File: src/rtl/abkf_pkg.sv
`default_nettype none

package abkf_pkg;

  // Default widths of the angle words (Q4.12) and of the covariance/bias words (Q8.24)
  localparam int ANGLE_WIDTH_DEF = 16;
  localparam int COV_WIDTH_DEF   = 32;

  // Fraction bits of the internal working format
  localparam int FRAC = 24;

  // Angle inputs are widened from Q.12 to Q.24 by this shift
  localparam int ANGLE_SHIFT = 12;

  // Signed width of a product after rounding (magnitude limited to 2^52)
  localparam int MAG_LIMIT_BITS = 52;
  localparam int RES_W          = MAG_LIMIT_BITS + 2;

  // Multiplier digit width (bits of the second operand taken per cycle)
  localparam int CHUNK_W = 16;

  // dt = (interval_ms * DT_RECIP + 512) >> 10, in Q.24
  localparam int       MS_W     = 10;
  localparam int       DT_W     = 25;
  localparam int       DT_PW    = 35;
  localparam int       DT_SHIFT = 10;
  localparam int       DT_RND   = 512;
  localparam int       DT_RECIP = 17179869;

  // Configuration port
  localparam int CFG_W      = 24;
  localparam int CFG_ADDR_W = 2;

  typedef enum logic [CFG_ADDR_W-1:0] {
    REG_ANGLE_NOISE = 2'd0,
    REG_BIAS_NOISE  = 2'd1,
    REG_MEAS_NOISE  = 2'd2
  } cfg_reg_t;

  localparam logic [CFG_W-1:0] ANGLE_NOISE_RST = 24'd167772;
  localparam logic [CFG_W-1:0] BIAS_NOISE_RST  = 24'd5033;
  localparam logic [CFG_W-1:0] MEAS_NOISE_RST  = 24'd167772;

endpackage

`default_nettype wire

File: src/rtl/abkf_div.sv
`default_nettype none

// Restoring divider, one quotient bit per cycle: (num << 24) / den,
// truncated toward zero, saturated to CW bits signed. den must be nonzero.
module abkf_div #(
  parameter int CW = 32
) (
  input  wire logic                 clk,
  input  wire logic                 rst,
  input  wire logic                 start,
  input  wire logic signed [CW-1:0] num,
  input  wire logic signed [CW:0]   den,
  output logic                      done,
  output logic signed [CW-1:0]      result
);
  import abkf_pkg::*;

  localparam int NB   = CW + FRAC;
  localparam int DW   = CW + 2;
  localparam int CNTW = $clog2(NB);

  typedef enum logic [1:0] {D_IDLE, D_RUN, D_FIN} dstate_t;

  localparam logic [CW-1:0] Q_MAX = {1'b0, {(CW-1){1'b1}}};
  localparam logic [CW-1:0] Q_MIN = {1'b1, {(CW-1){1'b0}}};

  dstate_t         state;
  logic [NB-1:0]   dvd;
  logic [NB-1:0]   q;
  logic [DW-1:0]   rem;
  logic [CW:0]     dmag;
  logic [CNTW-1:0] cnt;
  logic            neg;

  logic [CW-1:0] num_u, num_mag;
  logic [CW:0]   den_u, den_mag;
  logic [DW-1:0] rs;
  logic          ge;
  logic          big;

  always_comb begin
    num_u   = num;
    den_u   = den;
    num_mag = num_u[CW-1] ? (~num_u + CW'(1)) : num_u;
    den_mag = den_u[CW] ? (~den_u + (CW+1)'(1)) : den_u;
    rs      = {rem[DW-2:0], dvd[NB-1]};
    ge      = rs >= DW'(dmag);
    big     = |q[NB-1:CW-1];
  end

  always_ff @(posedge clk) begin
    done <= 1'b0;
    if (rst) begin
      state <= D_IDLE;
    end else begin
      unique case (state)
        D_IDLE: begin
          if (start) begin
            dvd   <= {num_mag, {FRAC{1'b0}}};
            q     <= '0;
            rem   <= '0;
            dmag  <= den_mag;
            cnt   <= '0;
            neg   <= num[CW-1] ^ den[CW];
            state <= D_RUN;
          end
        end
        D_RUN: begin
          rem <= ge ? (rs - DW'(dmag)) : rs;
          q   <= {q[NB-2:0], ge};
          dvd <= dvd << 1;
          cnt <= cnt + CNTW'(1);
          if (cnt == CNTW'(NB - 1)) begin
            state <= D_FIN;
          end
        end
        D_FIN: begin
          if (big) begin
            result <= neg ? Q_MIN : Q_MAX;
          end else begin
            result <= neg ? -$signed(q[CW-1:0]) : $signed(q[CW-1:0]);
          end
          done  <= 1'b1;
          state <= D_IDLE;
        end
        default: state <= D_IDLE;
      endcase
    end
  end

endmodule

`default_nettype wire

File: config.mk
export PLATFORM = sky130hd
export DESIGN_NAME = abkf_div
export DESIGN_NICKNAME = d
export VERILOG_FILES = /design/src/rtl/abkf_pkg.sv /design/src/rtl/abkf_div.sv
export SDC_FILE = /design/constraint.sdc
export NUM_CORES = 1
export LEC_CHECK = 0
export ABC_AREA = 1
export BUFFER_PORTS_ARGS = -buffer_cell sky130_fd_sc_hd__buf_4
export CORE_MARGIN = 1
export CORE_UTILIZATION = 40
export DETAILED_ROUTE_END_ITERATION = 10
export GPL_ROUTABILITY_DRIVEN = 1
export PLACE_DENSITY_LB_ADDON = 0.3
export SLEW_MARGIN = 30
export SYNTH_ARGS = -nofsm -noshare
export SYNTH_HDL_FRONTEND = slang
export SYNTH_SLANG_ARGS = --single-unit
export TNS_END_PERCENT = 30
File: constraint.sdc
create_clock -name clk -period 12.3 [get_ports clk]
set_clock_uncertainty 0.05 [all_clocks]
set_input_delay 1.845 -clock clk [delete_from_list [all_inputs] [get_ports clk]]
set_output_delay 1.845 -clock clk [all_outputs]
set_load 0.02 [all_outputs]
======== Word level (Yosys, flattened, before mapping) ========
Index checks and enable logic that the tools add are counted.
storage, ports and cells
  logic and storage cells ................. 50
  output and inout bits ................... 33
  flip-flop bits (word level) ............. 220
  bits of input ports ..................... 68
operators by class
  eq/ne operators ......................... 5
  mux-type cells .......................... 18
  bitwise operators ....................... 4
  reductions and logical operators ........ 7
  add/subtract/negate cells ............... 5
  order comparisons ....................... 1
operators by type and width
  cell                   number
  $pmux 56 s2            2
  $mux 32                5
  $mux 56                2
  $mux 33                2
  $pmux 33 s2            1
  $ge 34x33->1           1
  $add 33x1->33 const B  1
  $not 33->33            1
  $sub 33x33->33         1
  $add 32x1->32 const B  1
  $neg 32->32            1
  $not 32->32            1
  $reduce_or 25->1       1
  $pmux 6 s2             1
  $add 6x1->6 const B    1
  $eq 6x6->1 const B     1
  $mux 6                 1
  $reduce_and 3->1       2
  $mux 2                 2
  $ne 2x2->1 const B     2
  $pmux 2 s2             1
  $reduce_and 2->1       2
  $eq 2x1->1 const B     1
  $eq 2x2->1 const B     1
  5 further kinds        5

======== Longest topological paths before layout ========
  depth after elaboration ................. 5
  gate-level depth with buffers ........... 16

======== Worst setup path after synthesis ========
Ideal clock, no wire load.
  path type ............................... in2reg
  from .................................... input start
  to ...................................... register cnt[0], enable pin
  setup time .............................. 0.656 ns
  arrival ................................. 8.052 ns
  path slack .............................. 3.542 ns
  cell stages on the path ................. 2
  cell sequence ........................... nand2_1 a21oi_1
on the way
  cells in the longest elaborated chain, start to end .. 2
RTL lines
  what                               line            text
  start: declaration                 abkf_div.sv:10  input wire logic start,
  $ne 2x2->1 (no source line)        -
  $reduce_and 3->1 (no source line)  -
  end signal: assignment             abkf_div.sv:72  cnt <= cnt + CNTW'(1);
  end: declaration                   abkf_div.sv:32  logic [CNTW-1:0] cnt;
No other way between the ends.
A chain may end at the register's enable or synchronous reset.

======== Final worst setup path ========
  from .................................... register state[0]
  to ...................................... register dvd[55], enable pin
on the way
  cells in the longest elaborated chain, start to end .. 3
  elaborated cells on any way between the ends .. 5
  classes of those cells .................. eq/ne: 2; reduce/logical: 3
RTL lines
  what                                                                     line            text
  start: declaration                                                       abkf_div.sv:27  dstate_t state;
  start signal: assignment                                                 abkf_div.sv:54  state <= D_IDLE;
  start signal: assignment                                                 abkf_div.sv:65  state <= D_RUN;
  start signal: assignment                                                 abkf_div.sv:74  state <= D_FIN;
  $eq 2x1->1 / $logic_not 2->1 (equally long branches)                     abkf_div.sv:56  unique case (state)
  $reduce_bool 2->1 (no source line) / $ne 2x2->1 (equally long branches)  -
  $reduce_and 3->1 (no source line) *                                      -
  end signal: assignment                                                   abkf_div.sv:59  dvd <= {num_mag, {FRAC{1'b0}}};
  end signal: assignment                                                   abkf_div.sv:71  dvd <= dvd << 1;
  end: declaration                                                         abkf_div.sv:28  logic [NB-1:0] dvd;
Mark *: on every way between the ends. The rest lies on a longest branch, timed or not.

==> results.ini <==
[critical_path]
critical-path-max-stage-delay_ns = 0.68
criticalPathCategory = flip-flop to flip-flop
cp_cell_sequence = inv_1, nor2_4, buf_4, inv_2, buf_4, a21oi_4, buf_4, buf_6
timing.critical_path.arrival_ns = 3.59
critPathMaxFanout = 89
reg2reg_to = dvd[55]
critPathRequiredTime_ns = 12.33
cp-start-kind = flip-flop
worst_path_max_delay_cell = sky130_fd_sc_hd__buf_4
reg2reg_from = state[0]
worst_r2r_path_depth = 8
worst_setup_end_kind = flip-flop
cp_common_cell = sky130_fd_sc_hd__buf_4
r2r_slack_ns = 8.75

[cts]
ctsLongestPathBuffers = 2
worst_setup_hold_path_clk_slew_ns = 0.08
worst_skew_pair.late_latency_ns = 0.45
clock-root-buffer = sky130_fd_sc_hd__clkbuf_16
post_cts_hold_buffers = 0
clock_tree.htree_level_count = 4
clkSinkCount = 196
post_cts_buffers = 0
cts_inserted_buffers = 17
cts_tree = yes
postCtsResizedCells = 0

[timing]
rsz0062_at_grt = no
timing.slew.headroom_pct = 38.3
finalSetupViolations = 0
min_period_over_period_pct = 28.9
worst_pin_slew_ns = 0.926
period_minus_slack_ns = 3.55
hold_viol = 0
setup_total_negative_slack_ns = 0
final-max-slew-violation-count = 0
achievable-frequency_mhz = 281

[grt]
largest_net_degree_at_the_start_of_global_routing = 90
grt.total_usage_pct = 19.3
grt_pass1_vias = 10600
antenna_found_initial = 0
grt_first_pass_wirelength_um = 52000
grt_overflow = 0

[synth]
mappedNetlistNets = 1869
ys.warnings.count = 0
syn-cell-area_mm2 = 0.0134
post_synth.cell_area_avg_um2 = 7.58
yosys.cell_types.count = 48
post_synth_inst_count = 1763
synth-seq-cells = 196
synth.yosys.seq_area_share_pct = 43.8

[layout]
most-common-layout-cells = sky130_fd_sc_hd__nand2_1 (497), sky130_fd_sc_hd__inv_1 (314), sky130_fd_sc_hd__nor2_1 (247)
post_route_cells_drive_above_1_share_pct = 12.1
layout.cells.most_common = sky130_fd_sc_hd__nand2_1
antennaDiodeCount = 0
ff_latch_area_mm2 = 0.00586
multi_input_area_mm2 = 0.00609
final_nets = 1959
area_delta_synth_final_pct = 13.4
layoutNonFillerInstCount = 2308
fillers = 3298

[run_status]
run_status = complete, no violations

[routing]
detailed_route_wl_um = 31400
route.antenna.remaining_nets = 0
via_count = 11100
drt_iter0_drc = 763
via_per_inst = 4.81
number_of_drc_violations_after_detailed_routing = 0
routed_wire_length_per_instance_um = 13.6
drt_pass1_iterations = 6

[power_and_ir_drop]
power.switching_mw = 0.621
leakage_nw = 7.12
ir_drop_v = 0.0000983
intPower_mw = 1.29
power_density_mw_per_mm2 = 126
p_seq_share_pct = 44.3
power_frac_comb_pct = 25.8
power.switching_fraction_pct = 32.5
power_frac_clock_pct = 29.9

[worst_hold_path]
holdPathEnd = dvd[41]
worst_hold_path_type = flip-flop to flip-flop
min_delay_path_depth = 2
hold_path_startpoint = dvd[40]

[floorplanning]
die_area_mm2 = 0.0342
chipHeight_um = 185
core-area_mm2 = 0.0327
floorplan.die.width_um = 185
num_io_pins = 101
num_rows = 66
initial_utilization_pct = 40.9

[job]
maxCapViolCount = 0

[place]
number_of_port_buffers = 100
placedCellCount = 2274
gp_congestion = 0.926
dp.final_hpwl_um = 23600

synth_stat cells (all sizes together):
master  instances  area share, %
ha             37            3.5
clkbuf         19           0.53
a21oi          30            1.2
fa              1           0.15
xor2           65            4.3
a21o            1          0.056
nand4          20           0.94
a21boi          1          0.056
nand2         520             15
clkinv          3          0.094
or2             3           0.14
o21ai          51            1.9
a31oi           2          0.094
nand2b          1          0.047
o21bai          1          0.056
nor4            2          0.094
nor2          277            8.6
o211ai          1          0.056
inv           326            9.2
and2           10           0.47
a41oi           3           0.20
nand3b         13           0.73
a22o            1          0.066
buf            18            1.1
o31ai           7           0.39
dfxtp           3           0.45
and3            1          0.047
xnor2          18            1.2
nand3         115            4.9
edfxtp        193             43
nor3           20           0.86
state kept, by name, indices dropped and copies added (netlist names):
| name | cells |
|---|---|
| state | 2 |
| q | 56 |
| rem | 33 |
| neg | 1 |
| result | 32 |
| dmag | 33 |
| dvd | 32 |
| cnt | 6 |
| done | 1 |
layer usage:
layer	share of wire (%)	wire length, um	track usage, %	vias up
met4	1.5	457	5.26	0
met5	0	0	0	-
met1	46	14500	25.0	5163
met2	47	14900	32.7	221
met3	5.0	1580	3.91	32
li1	-	-	-	5687
worst max-delay path by stage:
| stage | start | endpoint | slack, ns | cells after the start |
|---|---|---|---|---|
| after floorplan | start | cnt[0] | 3.54 | 2 |
| after global placement | start | dvd[39] | 8.13 | 5 |
| after detailed placement | start | dvd[39] | 8.09 | 5 |
| after CTS | state[0] | dvd[46] | 8.46 | 8 |
| after global routing | state[0] | dvd[55] | 8.45 | 8 |
| final | state[0] | dvd[55] | 8.75 | 8 |
cells by family after synthesis:
| group | after synthesis | synth area share (%) |
|---|---|---|
| AO/OA/AOI/OAI | 98 | 4.06 |
| buffers and inverters | 366 | 10.9 |
| AND/OR/NAND/NOR | 982 | 32.2 |
| flip-flops | 196 | 43.8 |
| adder cells (fa/ha/maj) | 38 | 3.61 |
| XOR/XNOR | 83 | 5.44 |
critical path: cells and delay by family, from the launching register on:
kind / cells / cell delay (ns)
flops: 1 / 0.35
buf+inv: 6 / 2.33
compound gates: 1 / 0.20
simple gates: 1 / 0.07
final cells by class:
cell class / instances / share of cell area [%]
clock buffers: 20 / 2.88
clock inverters: 12 / 0.982
multi-input cells: 1201 / 40.2
well taps: 442 / 3.65
repair buffers: 108 / 5.55
flip-flops and latches: 196 / 38.6
inverters: 329 / 8.15
through the flow:
stage                     util [%]  setup slack [ns]  area [um^2]  hold WS [ns]  total power, mW
after floorplan                  -              3.54        13400         0.416             1.23
after global placement        44.4              8.13        14500         0.455             1.34
after detailed placement      44.4              8.09        14500         0.459             1.35
after CTS                     46.2              8.46        15100         0.483             1.92
after global routing          46.4              8.45        15200         0.510             2.02
final                         46.4              8.75        15200         0.480             1.91
power by group through the flow:
stage	Sequential, mW	Clock [mW]	Combinational [mW]
after floorplan	0.865	0	0.365
after global placement	0.859	0	0.481
after detailed placement	0.861	0	0.488
after CTS	0.847	0.584	0.489
after global routing	0.853	0.606	0.560
final	0.846	0.570	0.492
Note: power is estimated with default switching activity, not from simulation.
