===== config.mk =====
export PLATFORM = sky130hd
export DESIGN_NAME = abkf_mul
export DESIGN_NICKNAME = d
export VERILOG_FILES = /design/src/rtl/abkf_pkg.sv /design/src/rtl/abkf_mul.sv
export SDC_FILE = /design/constraint.sdc
export NUM_CORES = 2
export LEC_CHECK = 0
export ABC_CLOCK_PERIOD_IN_PS = 15000
export BUFFER_PORTS_ARGS = -buffer_cell sky130_fd_sc_hd__buf_2
export CORE_AREA = 3 3 244 246
export DETAILED_ROUTE_END_ITERATION = 12
export DIE_AREA = 0 0 247 249
export GPL_TIMING_DRIVEN = 0
export PLACE_DENSITY = 0.72
export REMOVE_ABC_BUFFERS = 1
export SLEW_MARGIN = 20
export SYNTH_ARGS = -nofsm -noshare
export SYNTH_HDL_FRONTEND = slang
export SYNTH_SLANG_ARGS = --single-unit

===== constraint.sdc =====
create_clock -name clk -period 15 [get_ports clk]
set_input_delay 1.5 -clock clk [delete_from_list [all_inputs] [get_ports clk]]
set_output_delay 1.5 -clock clk [all_outputs]
set_load 0.1 [all_outputs]

===== src/rtl/abkf_pkg.sv =====
`default_nettype none

package abkf_pkg;

  // Default widths of the angle words (Q4.12) and of the covariance/bias words (Q8.24)
  localparam int ANGLE_WIDTH_DEF = 16;
  localparam int COV_WIDTH_DEF   = 32;

  // Fraction bits of the internal working format
  localparam int FRAC = 24;

  // Angle inputs are widened from Q.12 to Q.24 by this shift
  localparam int ANGLE_SHIFT = 12;

  // Signed width of a product after rounding (magnitude limited to 2^52)
  localparam int MAG_LIMIT_BITS = 52;
  localparam int RES_W          = MAG_LIMIT_BITS + 2;

  // Multiplier digit width (bits of the second operand taken per cycle)
  localparam int CHUNK_W = 16;

  // dt = (interval_ms * DT_RECIP + 512) >> 10, in Q.24
  localparam int       MS_W     = 10;
  localparam int       DT_W     = 25;
  localparam int       DT_PW    = 35;
  localparam int       DT_SHIFT = 10;
  localparam int       DT_RND   = 512;
  localparam int       DT_RECIP = 17179869;

  // Configuration port
  localparam int CFG_W      = 24;
  localparam int CFG_ADDR_W = 2;

  typedef enum logic [CFG_ADDR_W-1:0] {
    REG_ANGLE_NOISE = 2'd0,
    REG_BIAS_NOISE  = 2'd1,
    REG_MEAS_NOISE  = 2'd2
  } cfg_reg_t;

  localparam logic [CFG_W-1:0] ANGLE_NOISE_RST = 24'd167772;
  localparam logic [CFG_W-1:0] BIAS_NOISE_RST  = 24'd5033;
  localparam logic [CFG_W-1:0] MEAS_NOISE_RST  = 24'd167772;

endpackage

`default_nettype wire


===== src/rtl/abkf_mul.sv =====
`default_nettype none

// Sign-magnitude multiplier, one CHUNK_W digit of b per cycle, MSB digit first.
// Result is round(a*b / 2^24) half away from zero, magnitude limited to 2^52.
module abkf_mul #(
  parameter int OPW = 34
) (
  input  wire logic                              clk,
  input  wire logic                              rst,
  input  wire logic                              start,
  input  wire logic signed [OPW-1:0]             a,
  input  wire logic signed [OPW-1:0]             b,
  output logic                                   done,
  output logic signed [abkf_pkg::RES_W-1:0]      result
);
  import abkf_pkg::*;

  localparam int NCH  = (OPW + CHUNK_W - 1) / CHUNK_W;
  localparam int BW   = NCH * CHUNK_W;
  localparam int PW   = OPW + BW;
  localparam int SW   = PW - FRAC;
  localparam int CMPW = (SW > MAG_LIMIT_BITS + 1) ? SW : MAG_LIMIT_BITS + 1;
  localparam int CNTW = (NCH > 1) ? $clog2(NCH) : 1;
  localparam int PPW  = OPW + CHUNK_W;

  typedef enum logic [1:0] {M_IDLE, M_ACC, M_RND} mstate_t;

  mstate_t         state;
  logic [OPW-1:0]  amag;
  logic [BW-1:0]   bsh;
  logic [PW-1:0]   acc;
  logic [CNTW-1:0] cnt;
  logic            neg;

  logic [OPW-1:0]        a_u, b_u, a_mag, b_mag;
  logic [PPW-1:0]        pp;
  logic [PW-1:0]         rsum;
  logic [CMPW-1:0]       rcmp, lim, clamped;
  logic [RES_W-1:0]      mag_ext;

  always_comb begin
    a_u     = a;
    b_u     = b;
    a_mag   = a_u[OPW-1] ? (~a_u + OPW'(1)) : a_u;
    b_mag   = b_u[OPW-1] ? (~b_u + OPW'(1)) : b_u;
    pp      = PPW'(amag) * PPW'(bsh[BW-1 -: CHUNK_W]);
    rsum    = acc + (PW'(1) << (FRAC - 1));
    rcmp    = CMPW'(rsum[PW-1:FRAC]);
    lim     = CMPW'(1) << MAG_LIMIT_BITS;
    clamped = (rcmp > lim) ? lim : rcmp;
    mag_ext = {1'b0, clamped[MAG_LIMIT_BITS:0]};
  end

  always_ff @(posedge clk) begin
    done <= 1'b0;
    if (rst) begin
      state <= M_IDLE;
    end else begin
      unique case (state)
        M_IDLE: begin
          if (start) begin
            amag  <= a_mag;
            bsh   <= BW'(b_mag);
            acc   <= '0;
            cnt   <= '0;
            neg   <= a[OPW-1] ^ b[OPW-1];
            state <= M_ACC;
          end
        end
        M_ACC: begin
          acc <= (acc << CHUNK_W) + PW'(pp);
          bsh <= bsh << CHUNK_W;
          cnt <= cnt + CNTW'(1);
          if (cnt == CNTW'(NCH - 1)) begin
            state <= M_RND;
          end
        end
        M_RND: begin
          result <= neg ? -$signed(mag_ext) : $signed(mag_ext);
          done   <= 1'b1;
          state  <= M_IDLE;
        end
        default: state <= M_IDLE;
      endcase
    end
  end

endmodule

`default_nettype wire


# ---- Word-level counts from Yosys, hierarchy flattened
# Index checks and enable logic that the tools add are counted.
# W data, S select, Z words.
dict set report op_classes {
  order_cmp 1
  n_addsub 6
  multipliers 1
  muxes 14
  n_eq_ne 5
  n_reduce_logical 6
  n_bitwise 4
}
# op n
set ops {}
lappend ops {{$pmux W82 S2} 1}
lappend ops {{$mux W53} 2}
lappend ops {{$pmux W48 S2} 1}
lappend ops {{$add A82 B24 Y82 const B} 1}
lappend ops {{$add A82 B50 Y82} 1}
lappend ops {{$mux W82} 1}
lappend ops {{$add A34 B1 Y34 const B} 2}
lappend ops {{$not A34 Y34} 2}
lappend ops {{$gt A58 B53 Y1 const B} 1}
lappend ops {{$neg A53 Y54} 1}
lappend ops {{$mul A34 B16 Y50} 1}
lappend ops {{$mux W48} 1}
lappend ops {{$mux W34} 1}
lappend ops {{$mux W33} 1}
lappend ops {{$pmux W2 S2} 2}
lappend ops {{$mux W2} 3}
lappend ops {{$reduce_and A3 Y1} 2}
lappend ops {{$eq A2 B2 Y1 const B} 2}
lappend ops {{$ne A2 B2 Y1 const B} 2}
lappend ops {{$reduce_and A2 Y1} 2}
lappend ops {{$add A2 B1 Y2 const B} 1}
lappend ops {{$eq A2 B1 Y1 const B} 1}
lappend ops {{$logic_not A2 Y1} 1}
lappend ops {{$reduce_bool A2 Y1} 1}
lappend ops {{other kinds (3)} 3}
dict set report word_totals {
  inputBits 71
  out_inout_bits 55
  word_cells 47
  register_bits 224
}

# ---- Logic depth before layout (Yosys ltp)
dict set report depth {
  word_depth 5
  mapped_depth 29
}

# ---- Least setup slack after synthesis
# No wires, ideal clock.
dict set report synth_timing {
  kind {input -> register}
  startpoint {input rst}
  endpoint {register acc[0] (enable)}
  path_buffers 0
  setup_ns 0.806
  arrival_ns 10.729
  setup_slack_ns 3.465
  cell_stages 1
  path_cell_list {o21ai_0}
}
dict set report synth_between {
  elab_chain_cells 2
}
# item line
set synth_lines {}
lappend synth_lines {{from (decl)} abkf_mul.sv:9} ;# input wire logic rst,
lappend synth_lines {{$not A1 Y1 (no line)} n/a}
lappend synth_lines {{$reduce_and A3 Y1 (no line)} n/a}
lappend synth_lines {{to (signal assigned)} abkf_mul.sv:71} ;# acc <= (acc << CHUNK_W) + PW'(pp);
lappend synth_lines {{to (decl)} abkf_mul.sv:31} ;# logic [PW-1:0] acc;
# Every way passes these cells.
# A chain may end at the register's enable or synchronous reset.

# ---- Final worst setup path
dict set report layout_timing {
  startpoint {register bsh[37]}
  endpoint {register acc[63], data pin}
}
dict set report layout_between {
  elab_chain_cells 3
}
# item line
set layout_lines {}
lappend layout_lines {{from (decl)} abkf_mul.sv:30} ;# logic [BW-1:0] bsh;
lappend layout_lines {{from (signal assigned)} abkf_mul.sv:63} ;# bsh <= BW'(b_mag);
lappend layout_lines {{from (signal assigned)} abkf_mul.sv:72} ;# bsh <= bsh << CHUNK_W;
lappend layout_lines {{$mul A34 B16 Y50} abkf_mul.sv:46} ;# pp = PPW'(amag) * PPW'(bsh[BW-1 -: CHUNK_W]);
lappend layout_lines {{$add A82 B50 Y82} abkf_mul.sv:71}
lappend layout_lines {{$pmux W82 S2} abkf_mul.sv:59} ;# unique case (state)
# Every way passes these cells.

==> flow_metrics.env <==
export IMPL_clock_skew_ns=0.0281
export IMPL_wl_per_cell_um=18.9
export IMPL_die_w_um=247
export IMPL_setup_viol=0
export IMPL_clk_latency_ns=0.57
export IMPL_post_synth_num_cell_types=78
export IMPL_min_path_type="reg2reg"
export IMPL_cts_tree="built"
export IMPL_root_buffer="clkbuf_16"
export IMPL_drive_gt1_share_pct=7.53
export IMPL_postSynthCellCount=3452
export IMPL_r2r_start="bsh[37]$_SDFFCE_PN0P_"
export IMPL_grt_max_degree=60
export IMPL_gp_congestion=0.921
export IMPL_dr_pass1_iters=6
export IMPL_dp_cells=4208
export IMPL_ys_seq_elements=224
export IMPL_async_flop_share_pct=0
export IMPL_die_area_um2=61500
export IMPL_grtUsageTotal_pct=27.2
export IMPL_synth_edf_count=221
export IMPL_critPathBufInv=4
export IMPL_ant_nets=0
export IMPL_ys_flop_type="edfxtp_1"
export IMPL_num_antenna_cells=0
export IMPL_hold_buffers=0
export IMPL_clock_sinks=224
export IMPL_outcome="completed"
export IMPL_grt_pass1_wl_um=133000
export IMPL_ys_seq_area_share_pct=21.2
export IMPL_finalNetCount=4166
export IMPL_pre_cts_slack_ns=6.74
export IMPL_setup_worst_path_start="bsh[37]$_SDFFCE_PN0P_"
export IMPL_hold_path_startpoint="bsh[21]$_DFFE_PP_"
export IMPL_cp_start_kind="flop"
export IMPL_pin_count=126
export IMPL_utilization_pct=59.5
export IMPL_r2r_slack_ns=6.66
export IMPL_h_tree_depth=1
export IMPL_crit_path_frequent_cell="fa_1"
export IMPL_rsz0062_at_grt="false"
export IMPL_tightestPinTransition_ns=1.03
export IMPL_finalMaxSlewViolations=0
export IMPL_cp_max_fo=16
export IMPL_endpoint_kind="flop"
export IMPL_cp_required_ns=15.44
export IMPL_drc=0
export IMPL_reg2reg_depth=23
export IMPL_drt_wl_total_um=80600
export IMPL_place_area_um2=33400
export IMPL_fmax_ghz=0.120
export IMPL_hold_viol=0
export IMPL_avgViaCountPerCell=5.70
export IMPL_rows=88
export IMPL_slowest_delay_ns=0.79
export IMPL_cts_setup_buffers=0
export IMPL_design_area_um2=34300
export IMPL_cp_top_family="adder cells"
export IMPL_stdcell_count=4256
export IMPL_ys_top_cells_by_area="fa_1 (30%), edfxtp_1 (21%), inv_1 (7.3%)"
export IMPL_synth_area_um2=31600
export IMPL_clk_pin_slew_ns=0.06
export IMPL_grt_pass1_vias=25200
export IMPL_fin_ws_ns=6.66
export IMPL_drv_cap=0
export IMPL_clock_path_buffers=3
export IMPL_period_share_pct=55.6
export IMPL_antenna_found_initial=0
export IMPL_reg2reg_to="acc[63]$_SDFFCE_PN0P_"
export IMPL_syn_to_final_growth_pct=8.33
export IMPL_grt_remaining_overflow=0
export IMPL_cts_resized=0
export IMPL_critPathSlowestCell="edfxtp_1"
export IMPL_path_class="reg2reg"
export IMPL_portBuffers=125
export IMPL_holdPathEnd="bsh[37]$_SDFFCE_PN0P_"
export IMPL_core_um2=57600
export IMPL_start_util_pct=54.9
export IMPL_avgSynthCellArea_um2=9.16
export IMPL_cp_cell_sequence="and2_1 -> fa_1 -> inv_1 -> fa_1 -> fa_1 -> fa_1 -> inv_1 -> fa_1 -> inv_1 -> fa_1 -> inv_1 -> ha_1 -> and4_1 -> o211ai_1 -> nor2_1 -> o21ai_0 -> a21oi_1 -> a31oi_1 -> o211a_1 -> o31ai_4 -> nand3_1 -> or4_1 -> nand2_1"
export IMPL_hold_path_depth=1
export IMPL_synth_largest_area_cell="fa_1"
export IMPL_dr_total_vias=24200
export IMPL_dr_first_iter_drc_count=1953
export IMPL_synth_top_cell_area_share_pct=30.4
export IMPL_finalCriticalPeriod_ns=8.34
export IMPL_cts_made_buffers=27
export IMPL_die_h_um=249
export IMPL_n_fill_cell=5000
export IMPL_hpwl_um=63500
export IMPL_relSlewSlack_pct=29.5
export IMPL_arrival_ns=8.78
export IMPL_ys_warn_count=0
-- registers in the layout, indices dropped and copies added (netlist names) --
register / flops
acc: 82
result: 54
bsh: 48
amag: 34
cnt: 2
state: 2
done: 1
neg: 1
-- worst max path at each step --
stage,cells after the start,end,slack (ns)
3_3_place_gp,2,acc[81]$_SDFFCE_PN0P_,-2.69
2_1_floorplan,2,acc[0]$_SDFFCE_PN0P_,3.15
6_report,23,acc[63]$_SDFFCE_PN0P_,6.66
4_1_cts,23,acc[63]$_SDFFCE_PN0P_,6.70
5_1_grt,23,acc[63]$_SDFFCE_PN0P_,6.26
3_5_place_dp,23,acc[63]$_SDFFCE_PN0P_,6.74
-- metrics by stage --
stage | hold WS, ns | setup TNS (ns)
after floorplan | 0.447 | 0
after global placement | 0.474 | -353.10
after detailed placement | 0.503 | 0
after CTS | 0.510 | 0
after global routing | 0.520 | 0
final | 0.509 | 0
-- logic make-up (layout without fill, tap and decap cells) --
group,Yosys count,in the layout,share of synthesized area [%]
buf+inv,798,837,9.65
mux,7,7,0.229
xor+xnor,199,199,5.51
flops,224,224,21.2
simple gates,1227,1227,19.8
compound gates,374,374,7.62
fa+ha+maj,623,623,36.0
-- layout by cell type (no fill, tap or decap), types with 103 or more instances in the layout --
master    netlist  final
xnor2_1       109    109
inv_1         619    618
o21ai_0       104    103
fa_1          480    480
edfxtp_1      221    221
nor2_1        166    166
nand2_1       448    448
and2_1        263    263
ha_1          143    143
buf_2          21    125
-- synthesized netlist by cell type, types with 17 or more instances --
cell / n
inv_1: 619
fa_1: 480
nand2_1: 448
and2_1: 263
edfxtp_1: 221
nor2_1: 166
clkbuf_1: 148
ha_1: 143
xnor2_1: 109
o21ai_0: 104
xor2_1: 90
a21oi_1: 86
nand4_1: 58
nand3_1: 53
or4_1: 38
nor4_1: 36
o31ai_1: 34
nor3_1: 30
or3_1: 30
a21o_1: 27
buf_2: 21
and3_1: 20
and4_1: 17
-- per-layer routing --
metal | vias to the layer above | GRT usage [%] | wire, µm
li1 | 11100 | - | -
met1 | 11900 | 37.1 | 32500
met2 | 1041 | 44.3 | 38100
met3 | 192 | 4.56 | 6800
met4 | 0 | 8.96 | 3080
met5 | - | 0 | 0
-- final cells by class --
type	count	area, µm²	area share [%]
timing repair buffer	169	1430	4.16
multi-input combinational	2430	22000	64.1
clock buffer	30	687	2.01
tap	765	957	2.79
sequential	224	6700	19.5
inverter	620	2330	6.79
clock inverter	18	208	0.606
Power is not shown: default switching activity piles up to over one toggle a cycle in this logic, so the estimate is an artifact.
